<file path="src/design/hts_pkg.sv">
`timescale 1ns / 1ps

package hts_pkg;

  localparam int unsigned MAX_TRIALS = 64;
  localparam int unsigned REM_W      = $clog2(MAX_TRIALS + 1);
  localparam int unsigned PROB_W     = 33;
  localparam int unsigned WORD_W     = 32;
  localparam int unsigned COUNT_W    = 7;
  localparam int unsigned TRIAL_W    = 7;
  localparam int unsigned CFG_IDX_W  = 3;

  localparam logic [COUNT_W-1:0] COUNT_MAX = '1;

  typedef enum logic [CFG_IDX_W-1:0] {
    CFG_SEED_TAUS_ONE   = 3'd0,
    CFG_SEED_TAUS_TWO   = 3'd1,
    CFG_SEED_TAUS_THREE = 3'd2,
    CFG_SEED_LCG        = 3'd3,
    CFG_TRIAL_COUNT     = 3'd4
  } cfg_idx_e;

  localparam logic [WORD_W-1:0]  RST_SEED_TAUS_ONE   = 32'd12345;
  localparam logic [WORD_W-1:0]  RST_SEED_TAUS_TWO   = 32'd67890;
  localparam logic [WORD_W-1:0]  RST_SEED_TAUS_THREE = 32'd13579;
  localparam logic [WORD_W-1:0]  RST_SEED_LCG        = 32'd24680;
  localparam logic [TRIAL_W-1:0] RST_TRIAL_COUNT     = 7'd1;

  localparam logic [WORD_W-1:0] TAUS_ONE_MASK   = 32'hFFFF_FFFE;
  localparam logic [WORD_W-1:0] TAUS_TWO_MASK   = 32'hFFFF_FFF8;
  localparam logic [WORD_W-1:0] TAUS_THREE_MASK = 32'hFFFF_FFF0;
  localparam logic [WORD_W-1:0] LCG_MUL         = 32'd1664525;
  localparam logic [WORD_W-1:0] LCG_INC         = 32'd1013904223;

  typedef struct packed {
    logic load;
    logic step;
    logic publish;
  } hts_cmd_t;

  typedef struct packed {
    logic rem_zero;
    logic out_free;
  } hts_stat_t;

  function automatic logic [WORD_W-1:0] taus_one_next(input logic [WORD_W-1:0] v);
    logic [WORD_W-1:0] mix;
    mix = ((v << 13) ^ v) >> 19;
    return ((v & TAUS_ONE_MASK) << 12) ^ mix;
  endfunction

  function automatic logic [WORD_W-1:0] taus_two_next(input logic [WORD_W-1:0] v);
    logic [WORD_W-1:0] mix;
    mix = ((v << 2) ^ v) >> 25;
    return ((v & TAUS_TWO_MASK) << 4) ^ mix;
  endfunction

  function automatic logic [WORD_W-1:0] taus_three_next(input logic [WORD_W-1:0] v);
    logic [WORD_W-1:0] mix;
    mix = ((v << 3) ^ v) >> 11;
    return ((v & TAUS_THREE_MASK) << 17) ^ mix;
  endfunction

endpackage

</file>
<file path="src/design/hts_if.sv">
`timescale 1ns / 1ps

interface hts_in_if;
  import hts_pkg::*;
  logic              valid;
  logic              ready;
  logic [PROB_W-1:0] prob_on;
  modport source (output valid, output prob_on, input ready);
  modport sink (input valid, input prob_on, output ready);
endinterface

interface hts_out_if;
  import hts_pkg::*;
  logic               valid;
  logic               ready;
  logic [COUNT_W-1:0] success_count;
  logic [WORD_W-1:0]  last_draw;
  modport source (output valid, output success_count, output last_draw, input ready);
  modport sink (input valid, input success_count, input last_draw, output ready);
endinterface

interface hts_cfg_if;
  import hts_pkg::*;
  logic                 valid;
  logic                 ready;
  logic [CFG_IDX_W-1:0] index;
  logic [WORD_W-1:0]    data;
  modport source (output valid, output index, output data, input ready);
  modport sink (input valid, input index, input data, output ready);
endinterface

</file>
<file path="src/design/hts_ctrl.sv">
`timescale 1ns / 1ps

module hts_ctrl (
  input  logic              clk_i,
  input  logic              rst_ni,
  input  logic              in_valid_i,
  output logic              in_ready_o,
  input  hts_pkg::hts_stat_t stat_i,
  output hts_pkg::hts_cmd_t  cmd_o
);
  import hts_pkg::*;

  typedef enum logic [1:0] {
    ST_IDLE,
    ST_RUN,
    ST_FIN
  } state_e;

  state_e state_q, state_d;

  always_ff @(posedge clk_i or negedge rst_ni) begin
    if (!rst_ni) begin
      state_q <= ST_IDLE;
    end else begin
      state_q <= state_d;
    end
  end

  always_comb begin
    state_d    = state_q;
    cmd_o      = '0;
    in_ready_o = 1'b0;
    unique case (state_q)
      ST_IDLE: begin
        in_ready_o = 1'b1;
        if (in_valid_i) begin
          cmd_o.load = 1'b1;
          state_d    = ST_RUN;
        end
      end
      ST_RUN: begin
        // The compare of the final draw completes on the edge that leaves this state.
        if (!stat_i.rem_zero) begin
          cmd_o.step = 1'b1;
        end else begin
          state_d = ST_FIN;
        end
      end
      ST_FIN: begin
        if (stat_i.out_free) begin
          cmd_o.publish = 1'b1;
          state_d       = ST_IDLE;
        end
      end
      default: begin
        state_d = ST_IDLE;
      end
    endcase
  end

endmodule

</file>
<file path="src/design/hts_datapath.sv">
`timescale 1ns / 1ps

module hts_datapath (
  input  logic                          clk_i,
  input  logic                          rst_ni,
  input  hts_pkg::hts_cmd_t             cmd_i,
  output hts_pkg::hts_stat_t            stat_o,
  input  logic [hts_pkg::PROB_W-1:0]    prob_on_i,
  input  logic                          cfg_we_i,
  input  logic [hts_pkg::CFG_IDX_W-1:0] cfg_index_i,
  input  logic [hts_pkg::WORD_W-1:0]    cfg_data_i,
  input  logic                          out_ready_i,
  output logic                          out_valid_o,
  output logic [hts_pkg::COUNT_W-1:0]   success_count_o,
  output logic [hts_pkg::WORD_W-1:0]    last_draw_o
);
  import hts_pkg::*;

  logic [WORD_W-1:0]  seed_one_q, seed_two_q, seed_three_q, seed_lcg_q;
  logic [WORD_W-1:0]  seed_one_d, seed_two_d, seed_three_d, seed_lcg_d;
  logic [TRIAL_W-1:0] trial_count_q, trial_count_d;
  logic               reload;

  logic [WORD_W-1:0]  taus_one_q, taus_two_q, taus_three_q, lcg_q;
  logic [WORD_W-1:0]  lcg_next;
  logic [WORD_W-1:0]  draw_word;

  logic [PROB_W-1:0]  prob_q;
  logic [REM_W-1:0]   rem_q;
  logic [REM_W-1:0]   rem_load;
  logic [31:0]        trial_ext;
  logic               pend_q;
  logic               hit;
  logic [COUNT_W-1:0] count_q;
  logic [WORD_W-1:0]  draw_q;

  logic               out_valid_q;
  logic [COUNT_W-1:0] out_count_q;
  logic [WORD_W-1:0]  out_draw_q;

  // Register file writes; a write to any seed reloads the whole generator.
  always_comb begin
    seed_one_d    = seed_one_q;
    seed_two_d    = seed_two_q;
    seed_three_d  = seed_three_q;
    seed_lcg_d    = seed_lcg_q;
    trial_count_d = trial_count_q;
    reload        = 1'b0;
    if (cfg_we_i) begin
      unique case (cfg_idx_e'(cfg_index_i))
        CFG_SEED_TAUS_ONE: begin
          seed_one_d = cfg_data_i;
          reload     = 1'b1;
        end
        CFG_SEED_TAUS_TWO: begin
          seed_two_d = cfg_data_i;
          reload     = 1'b1;
        end
        CFG_SEED_TAUS_THREE: begin
          seed_three_d = cfg_data_i;
          reload       = 1'b1;
        end
        CFG_SEED_LCG: begin
          seed_lcg_d = cfg_data_i;
          reload     = 1'b1;
        end
        CFG_TRIAL_COUNT: begin
          trial_count_d = cfg_data_i[TRIAL_W-1:0];
        end
        default: begin
          reload = 1'b0;
        end
      endcase
    end
  end

  always_ff @(posedge clk_i or negedge rst_ni) begin
    if (!rst_ni) begin
      seed_one_q    <= RST_SEED_TAUS_ONE;
      seed_two_q    <= RST_SEED_TAUS_TWO;
      seed_three_q  <= RST_SEED_TAUS_THREE;
      seed_lcg_q    <= RST_SEED_LCG;
      trial_count_q <= RST_TRIAL_COUNT;
    end else begin
      seed_one_q    <= seed_one_d;
      seed_two_q    <= seed_two_d;
      seed_three_q  <= seed_three_d;
      seed_lcg_q    <= seed_lcg_d;
      trial_count_q <= trial_count_d;
    end
  end

  assign lcg_next = lcg_q * LCG_MUL + LCG_INC;

  always_ff @(posedge clk_i or negedge rst_ni) begin
    if (!rst_ni) begin
      taus_one_q   <= RST_SEED_TAUS_ONE;
      taus_two_q   <= RST_SEED_TAUS_TWO;
      taus_three_q <= RST_SEED_TAUS_THREE;
      lcg_q        <= RST_SEED_LCG;
    end else if (reload) begin
      taus_one_q   <= seed_one_d;
      taus_two_q   <= seed_two_d;
      taus_three_q <= seed_three_d;
      lcg_q        <= seed_lcg_d;
    end else if (cmd_i.step) begin
      taus_one_q   <= taus_one_next(taus_one_q);
      taus_two_q   <= taus_two_next(taus_two_q);
      taus_three_q <= taus_three_next(taus_three_q);
      lcg_q        <= lcg_next;
    end
  end

  // The uniform word of a step is formed from the state it leaves behind, so the
  // compare runs in the cycle after the step.
  assign draw_word = taus_one_q ^ taus_two_q ^ taus_three_q ^ lcg_q;
  assign hit       = pend_q && (prob_q > {1'b0, draw_word});

  assign trial_ext = 32'(trial_count_q);
  assign rem_load  = (trial_ext > MAX_TRIALS) ? REM_W'(MAX_TRIALS) : REM_W'(trial_ext);

  always_ff @(posedge clk_i or negedge rst_ni) begin
    if (!rst_ni) begin
      rem_q  <= '0;
      pend_q <= 1'b0;
    end else begin
      pend_q <= cmd_i.step;
      if (cmd_i.load) begin
        rem_q <= rem_load;
      end else if (cmd_i.step) begin
        rem_q <= rem_q - 1'b1;
      end
    end
  end

  always_ff @(posedge clk_i) begin
    if (cmd_i.load) begin
      prob_q  <= prob_on_i;
      count_q <= '0;
      draw_q  <= '0;
    end else begin
      if (hit && (count_q != COUNT_MAX)) begin
        count_q <= count_q + 1'b1;
      end
      if (pend_q) begin
        draw_q <= draw_word;
      end
    end
  end

  // Output register; it frees the sample loop from the consumer's stalls.
  always_ff @(posedge clk_i or negedge rst_ni) begin
    if (!rst_ni) begin
      out_valid_q <= 1'b0;
    end else if (cmd_i.publish) begin
      out_valid_q <= 1'b1;
    end else if (out_ready_i) begin
      out_valid_q <= 1'b0;
    end
  end

  always_ff @(posedge clk_i) begin
    if (cmd_i.publish) begin
      out_count_q <= count_q;
      out_draw_q  <= draw_q;
    end
  end

  assign stat_o.rem_zero = (rem_q == '0);
  assign stat_o.out_free = !out_valid_q || out_ready_i;

  assign out_valid_o     = out_valid_q;
  assign success_count_o = out_count_q;
  assign last_draw_o     = out_draw_q;

`ifndef SYNTHESIS
  a_load_clears: assert property (@(posedge clk_i) disable iff (!rst_ni)
    cmd_i.load |=> (count_q == '0) && (draw_q == '0))
    else $error("count or draw not cleared after load");

  a_step_counts_down: assert property (@(posedge clk_i) disable iff (!rst_ni)
    (cmd_i.step && !reload) |=> rem_q == REM_W'($past(rem_q) - 1'b1))
    else $error("remaining trial count did not decrement on step");

  a_publish_free: assert property (@(posedge clk_i) disable iff (!rst_ni)
    cmd_i.publish |-> (!out_valid_q || out_ready_i))
    else $error("result overwritten before transfer");

  a_seed_reload: assert property (@(posedge clk_i) disable iff (!rst_ni)
    reload |=> (taus_one_q == seed_one_q) && (lcg_q == seed_lcg_q))
    else $error("generator not reloaded from seeds");
`endif

endmodule

</file>
<file path="src/design/hybrid_taus_binomial_sampler.sv">
`timescale 1ns / 1ps

// Channel   Dir  Payload                           Transfer
// prob_i    in   prob_on[32:0]                     valid && ready
// result_o  out  success_count[6:0], last_draw     valid && ready
// cfg_i     in   index[2:0], data[31:0]            valid && ready (ready tied high)
//
// An item is taken only while the controller is idle, so the next input transfer
// waits until the item before it has published its result; each item runs N steps,
// N being trial_count capped at 64, one per cycle through the single LCG multiplier.
// Reset loads the seed registers and the generator with their reset seeds.
// A held result stalls only the final publish cycle of the next item.
module hybrid_taus_binomial_sampler (
  input logic     clk_i,
  input logic     rst_ni,
  hts_in_if.sink  prob_i,
  hts_out_if.source result_o,
  hts_cfg_if.sink cfg_i
);
  import hts_pkg::*;

  hts_cmd_t  cmd;
  hts_stat_t stat;
  logic      in_ready;

  assign prob_i.ready = in_ready;
  assign cfg_i.ready  = 1'b1;

  hts_ctrl u_ctrl (
    .clk_i      (clk_i),
    .rst_ni     (rst_ni),
    .in_valid_i (prob_i.valid),
    .in_ready_o (in_ready),
    .stat_i     (stat),
    .cmd_o      (cmd)
  );

  hts_datapath u_datapath (
    .clk_i           (clk_i),
    .rst_ni          (rst_ni),
    .cmd_i           (cmd),
    .stat_o          (stat),
    .prob_on_i       (prob_i.prob_on),
    .cfg_we_i        (cfg_i.valid),
    .cfg_index_i     (cfg_i.index),
    .cfg_data_i      (cfg_i.data),
    .out_ready_i     (result_o.ready),
    .out_valid_o     (result_o.valid),
    .success_count_o (result_o.success_count),
    .last_draw_o     (result_o.last_draw)
  );

endmodule

</file>
<file path="src/flat_wrapper.sv">
// flat-port wrapper written by rule: the top's interface ports become plain ports
module hybrid_taus_binomial_sampler_flat import hts_pkg::*;
  (clk_i, rst_ni, prob_i_valid, prob_i_prob_on, prob_i_ready, result_o_valid, result_o_success_count, result_o_last_draw, result_o_ready, cfg_i_valid, cfg_i_index, cfg_i_data, cfg_i_ready);
  hts_in_if prob_i_i ();
  hts_out_if result_o_i ();
  hts_cfg_if cfg_i_i ();
  input logic clk_i;
  input logic rst_ni;
  input wire logic [$bits(prob_i_i.valid)-1:0] prob_i_valid;
  input wire logic [$bits(prob_i_i.prob_on)-1:0] prob_i_prob_on;
  output wire logic [$bits(prob_i_i.ready)-1:0] prob_i_ready;
  output wire logic [$bits(result_o_i.valid)-1:0] result_o_valid;
  output wire logic [$bits(result_o_i.success_count)-1:0] result_o_success_count;
  output wire logic [$bits(result_o_i.last_draw)-1:0] result_o_last_draw;
  input wire logic [$bits(result_o_i.ready)-1:0] result_o_ready;
  input wire logic [$bits(cfg_i_i.valid)-1:0] cfg_i_valid;
  input wire logic [$bits(cfg_i_i.index)-1:0] cfg_i_index;
  input wire logic [$bits(cfg_i_i.data)-1:0] cfg_i_data;
  output wire logic [$bits(cfg_i_i.ready)-1:0] cfg_i_ready;
  assign prob_i_i.valid = prob_i_valid;
  assign prob_i_i.prob_on = prob_i_prob_on;
  assign prob_i_ready = prob_i_i.ready;
  assign result_o_valid = result_o_i.valid;
  assign result_o_success_count = result_o_i.success_count;
  assign result_o_last_draw = result_o_i.last_draw;
  assign result_o_i.ready = result_o_ready;
  assign cfg_i_i.valid = cfg_i_valid;
  assign cfg_i_i.index = cfg_i_index;
  assign cfg_i_i.data = cfg_i_data;
  assign cfg_i_ready = cfg_i_i.ready;
  hybrid_taus_binomial_sampler u_core (.clk_i(clk_i), .rst_ni(rst_ni), .prob_i(prob_i_i), .result_o(result_o_i), .cfg_i(cfg_i_i));
endmodule
</file>
<file path="config.mk">
export PLATFORM = sky130hd
export DESIGN_NAME = hybrid_taus_binomial_sampler_flat
export DESIGN_NICKNAME = d
export VERILOG_FILES = /design/src/design/hts_pkg.sv /design/src/design/hts_if.sv /design/src/design/hts_ctrl.sv /design/src/design/hts_datapath.sv /design/src/design/hybrid_taus_binomial_sampler.sv /design/src/flat_wrapper.sv
export SDC_FILE = /design/constraint.sdc
export NUM_CORES = 1
export LEC_CHECK = 0
export BUFFER_PORTS_ARGS = -buffer_cell sky130_fd_sc_hd__buf_2
export CORE_UTILIZATION = 52
export CTS_CLUSTER_SIZE = 40
export DETAILED_ROUTE_END_ITERATION = 6
export HOLD_SLACK_MARGIN = 0.12
export PLACE_DENSITY = 0.71
export RECOVER_POWER = 50
export SLEW_MARGIN = 40
export SYNTH_ARGS = -nofsm -noshare
export SYNTH_HDL_FRONTEND = slang
export SYNTH_HIERARCHICAL = 1
export SYNTH_SLANG_ARGS = --single-unit
</file>
<file path="constraint.sdc">
create_clock -name clk_i -period 5.94 [get_ports clk_i]
set_clock_uncertainty 0.05 [all_clocks]
set_input_delay 1.188 -clock clk_i [delete_from_list [all_inputs] [get_ports clk_i]]
set_output_delay 1.188 -clock clk_i [all_outputs]
set_load 0.1 [all_outputs]
</file>
* Word level (Yosys, flattened, before mapping)
Index checks and enable logic that the tools add are counted.
Word-level totals: logic and storage cells 90, register bits after elaboration 385, bits of input ports 73
Cells by class: magnitude comparators 2, reduce and logical (&&, ||, !) cells 13, multiply operators 1, equality and inequality tests 10, bitwise operators 9, mux-type cells 34, $add $sub $neg 3
Operator list (count):
- $mux 32 | 16
- $xor 32x32->32 | 6
- $gt 33x32->1 | 1
- $add 32x30->32 const B | 1
- $mul 32x21->32 const B | 1
- $xor 32x13->32 | 1
- $xor 32x21->32 | 1
- $xor 32x7->32 | 1
- $mux 7 | 3
- $mux 1 | 11
- $add 7x1->7 const B | 1
- $gt 7x7->1 const B | 1
- $logic_not 7->1 | 1
- $ne 7x7->1 const B | 1
- $sub 7x1->7 const B | 1
- $eq 3x2->1 const B | 2
- $mux 2 | 3
- $pmux 2 s3 | 1
- $reduce_bool 2->1 | 3
- $ne 2x2->1 const B | 2
- $reduce_or 4->1 | 1
- $eq 3x1->1 const B | 1
- $eq 3x3->1 const B | 1
- $logic_not 3->1 | 1
- other kinds (9) | 10

* Depth between registers and ports, before layout
depth after elaboration 6, depth in mapped cells 23

* By module
The synthesis kept the hierarchy.
Modules (own cells, without submodules):
- hts_datapath | instances 1, area each 23745.3 µm², cells each 2144, sequential area each 9810.7 µm²
- hts_ctrl | instances 1, area each 126.4 µm², cells each 13, sequential area each 50.0 µm²
- hybrid_taus_binomial_sampler | instances 1, area each 11.3 µm², cells each 2, sequential area each 0.0 µm²

* Worst setup path after synthesis
Ideal clock, no wire load.
path type register -> register, start register u_core.u_datapath.lcg_q[1], end register u_core.u_datapath.lcg_q[30], clock period less this slack 5.992 ns, path buffers 0, stages on the path, launching flop included 23, arrival 5.877 ns, required time 5.825 ns, path slack -0.052 ns, path through dfrtp_1 inv_1 ha_1 xnor2_1 ha_1 fa_1 inv_1 fa_1 inv_1 fa_1 fa_1 inv_1 fa_1 inv_1 ha_1 a21oi_1 o21ai_0 a32o_1 o21bai_2 a311o_2 nand2_2 mux2i_1 o22a_1
Between the ends: longest elaborated chain between the ends 4
RTL lines:
- start: declaration | RTL line hts_datapath.sv:24 | logic [WORD_W-1:0] taus_one_q, taus_two_q, taus_three_q, lcg_q;
- start signal: assignment | RTL line hts_datapath.sv:105 | lcg_q <= seed_lcg_d;
- start signal: assignment | RTL line hts_datapath.sv:110 | lcg_q <= lcg_next;
- $mul 32x21->32 | RTL line hts_datapath.sv:93 | assign lcg_next = lcg_q * LCG_MUL + LCG_INC;
- $add 32x30->32 | RTL line hts_datapath.sv:93
- $mux 32 | RTL line hts_datapath.sv:106 | end else if (cmd_i.step) begin
- $mux 32 | RTL line hts_datapath.sv:101 | end else if (reload) begin
Every way passes these cells. The select of a mux whose other input is x is not followed. A chain may end at the register's enable or synchronous reset.

* Final worst setup path
start register u_core.u_datapath.lcg_q[3], end register u_core.u_datapath.lcg_q[29]
The elaborated chain is that of the path after synthesis.

==> results by group <==
Outcome
  • Status: complete, but fails checks
  • Failing checks: DRC, capacitance limit, slew limit

Setup path
  • CP required: 6320 ps
  • Slowest-stage cell, CP: fa_2
  • CP Class: flip-flop to flip-flop
  • Most frequent CP cell: inv_2
  • Worst setup SP type: flip-flop
  • Critical Path, Cell by Cell: inv_2 > ha_4 > inv_2 > fa_2 > fa_2 > fa_1 > inv_2 > fa_1 > inv_2 > fa_1 > inv_2 > fa_1 > inv_2 > ha_4 > buf_4 > a221o_1 > nor3_2 > a21oi_4 > buf_6 > xor2_1 > a21oi_1 > nor2_1
  • CP max FO: 3
  • CP Launch Point: u_core/u_datapath/lcg_q[3]
  • Critical path endpoint category: flip-flop
  • Critical Path AT: between 6000 and 7000 ps
  • Slowest stage delay, CP: a little under 600 ps
  • FF-to-FF Start: u_core/u_datapath/lcg_q[3]

Clocking
  • Clk root buf: clkbuf_16
  • Clock latency on the worst-skew pair: approximately 560 ps
  • Clock Sinks: 385
  • CTS H-Tree Depth: 2
  • Worst-path clk slew: 70 ps
  • CTS tree: built
  • CTS Buf Count: 40
  • CTS Buffer Depth: 3

Layout
  • Number of diodes: 0
  • Share of cells above drive strength 1: 0.219
  • Fill cells: 3,678
  • Layout area overhead: 14.9%
  • Commonest non-fill, non-tap cell in the layout: inv_1
  • Multi-input logic area: 13,100 sq um
  • Register area: 9870 sq um
  • Final core occ: 0.605
  • Net count reported at finish: 2,710
  • Most frequent cells in the layout: 263 x inv_1, 222 x dfrtp_1, 194 x nand2_1

STA
  • Highest Clock Rate: between 150 and 200 MHz
  • Final hold vios: 0
  • Rel. slew slack: -1.62
  • Setup ws final: ~60 ps
  • Tcrit/Tclk final: 0.990
  • Unrepaired setup endpoints after global routing: yes
  • Final count of pins violating max slew: 101
  • Tmin final: 5880 ps
  • Hold_ws: between 300 and 400 ps
  • Slew @ Worst Pin: 3930 ps
  • Final setup violation count: 0

Synth
  • Distinct cells, synth: approximately 80
  • Sequential share of the synthesized area: 0.413
  • Main synth FF type: dfrtp_1
  • Post-Syn Nets: 2,564
  • Post-synth EDFFs: slightly above 70
  • Synth async-reset ratio: 0.712
  • Post-Syn Area: ~24,000 sq um
  • Mapped Cells: 2,159
  • Synth Warn #: 6
  • Mean Syn Cell Area: 11.1 sq um
  • #FFs+latches synth: 385

Routing
  • Drt via density: approximately 5.5
  • First drt pass iteration count: 7
  • Number of DRC markers in iteration 0: 1,224
  • Routed vias: 16,200
  • WL per Instance: about 21 microns
  • Post-route DRC: 2
  • Routed wire length: 62,500 microns
  • Routed Antenna Nets: 0

Global routing
  • Initial antenna violation count: 0
  • Grt ovf: 0
  • Total GRT Usage: 0.270
  • Vias in the first global route: 16,500
  • First-pass GRT wire length: 96,100 microns
  • Largest net degree at the start of global routing: around 240

Flow run
  • Max cap viols: 2

Placement
  • Dpl ws: -96.9 ps
  • Detail Placement HPWL: 47,400 microns
  • Final GP Congestion: 0.912
  • Input/output buffers: 113

Floorplan
  • FP Rows: 78
  • Die W: roughly 220 microns
  • DIE HEIGHT: 216 microns
  • Starting Density: 0.526
  • Io pins: 115
  • Core area: 45,400 sq um
  • Area of the die: 46,800 sq um

Hold path
  • Min-delay src: u_core/u_datapath/draw_q[18]
  • Tightest Hold Check Type: flip-flop to flip-flop
==> cell type report <==
cell class	instances	share of cell area
multi-input combinational	1418	0.478
clock buffer	55	0.0434
timing repair buffer	186	0.0450
clock inverter	19	0.00967
sequential	385	0.360
tap	600	0.0274
inverter	274	0.0375
==> worst max-delay path, delay by kind of cell (launching register included) <==
family / cells / cell delay, ps
adders and majority gates: 8 / 3590
DFF: 1 / 550
AOI/OAI and AO/OA: 3 / 590
xor gates and xnor gates: 1 / 130
buffers and inverters: 8 / 530
and+or+nand+nor: 2 / 330
==> synthesized netlist by cell type (49+ instances only) <==
cell type | n | area share
dfstp_2 | 49 | 0.054
nand2_1 | 196 | 0.031
edfxtp_1 | 72 | 0.091
ha_1 | 195 | 0.10
clkbuf_1 | 57 | 0.0090
mux2_2 | 138 | 0.065
fa_1 | 137 | 0.11
o21ai_0 | 186 | 0.039
dfrtp_1 | 225 | 0.24
xnor2_1 | 174 | 0.064
nor2_1 | 70 | 0.011
inv_1 | 273 | 0.043
mux2i_1 | 65 | 0.027
==> repair_timing <==
action	CTS	global route
gates resized for setup	12	72
pin swaps	5	44
buffers inserted	0	3
hold buffers	0	0
endpoints found under the setup margin	7	13
==> path summary, 6_finish.rpt <==
| path | to | slack [ps] | cells after the start |
|---|---|---|---|
| max in group asynchronous | u_core/u_datapath/seed_two_q[18] | 970 | 2 |
| min | u_core/u_datapath/last_draw_o[18] | 380 | 0 |
| max reg2reg | u_core/u_datapath/lcg_q[29] | 60 | 22 |
| max | u_core/u_datapath/lcg_q[29] | 60 | 22 |
| min in group asynchronous | u_core/u_ctrl/state_q[0] | 2150 | 1 |
| min reg2reg | u_core/u_datapath/last_draw_o[18] | 380 | 0 |
==> routing by layer <==
metal | GRT usage | share of wire
met1 | 0.384 | 0.45
met2 | 0.421 | 0.47
met3 | 0.0425 | 0.054
met4 | 0.0937 | 0.030
met5 | 0 | 0
==> logic make-up (layout without fill, tap and decap cells) <==
logic type,after synthesis,after routing,synth area share
multiplexers,204,204,0.0928
flip-flops,385,385,0.413
buffers and inverters,356,534,0.0568
XOR/XNOR,187,187,0.0686
AO/OA/AOI/OAI,338,338,0.0834
other,1,1,0.000157
adder cells (fa/ha/maj),332,332,0.217
AND/OR/NAND/NOR,356,356,0.0684
==> flip-flops by register name, summed over array words and instances, names as in the netlist <==
signal / cells
u_core/u_ctrl/state_q: 2
u_core/u_datapath/count_q: 7
u_core/u_datapath/draw_q: 32
u_core/u_datapath/last_draw_o: 32
u_core/u_datapath/lcg_q: 32
u_core/u_datapath/out_valid_o: 1
u_core/u_datapath/pend_q: 1
u_core/u_datapath/prob_q: 33
u_core/u_datapath/rem_q: 7
u_core/u_datapath/seed_lcg_q: 32
u_core/u_datapath/seed_one_q: 32
u_core/u_datapath/seed_three_q: 32
u_core/u_datapath/seed_two_q: 32
u_core/u_datapath/success_count_o: 7
u_core/u_datapath/taus_one_q: 32
u_core/u_datapath/taus_three_q: 32
u_core/u_datapath/taus_two_q: 32
u_core/u_datapath/trial_count_q: 7
==> stage by stage <==
step / std cells / TNS [ps] / area [sq um]
detailed placement: 2859 / -266 / 25500
finish: 2937 / 0 / 27400
global route: 2937 / -531 / 27400
CTS: 2933 / 0 / 27100
floorplan: 2159 / 0 / 23900
global placement: 2855 / -95.4 / 25500
Power is not shown: default switching activity piles up to over one toggle a cycle in this logic, so the estimate is an artifact.
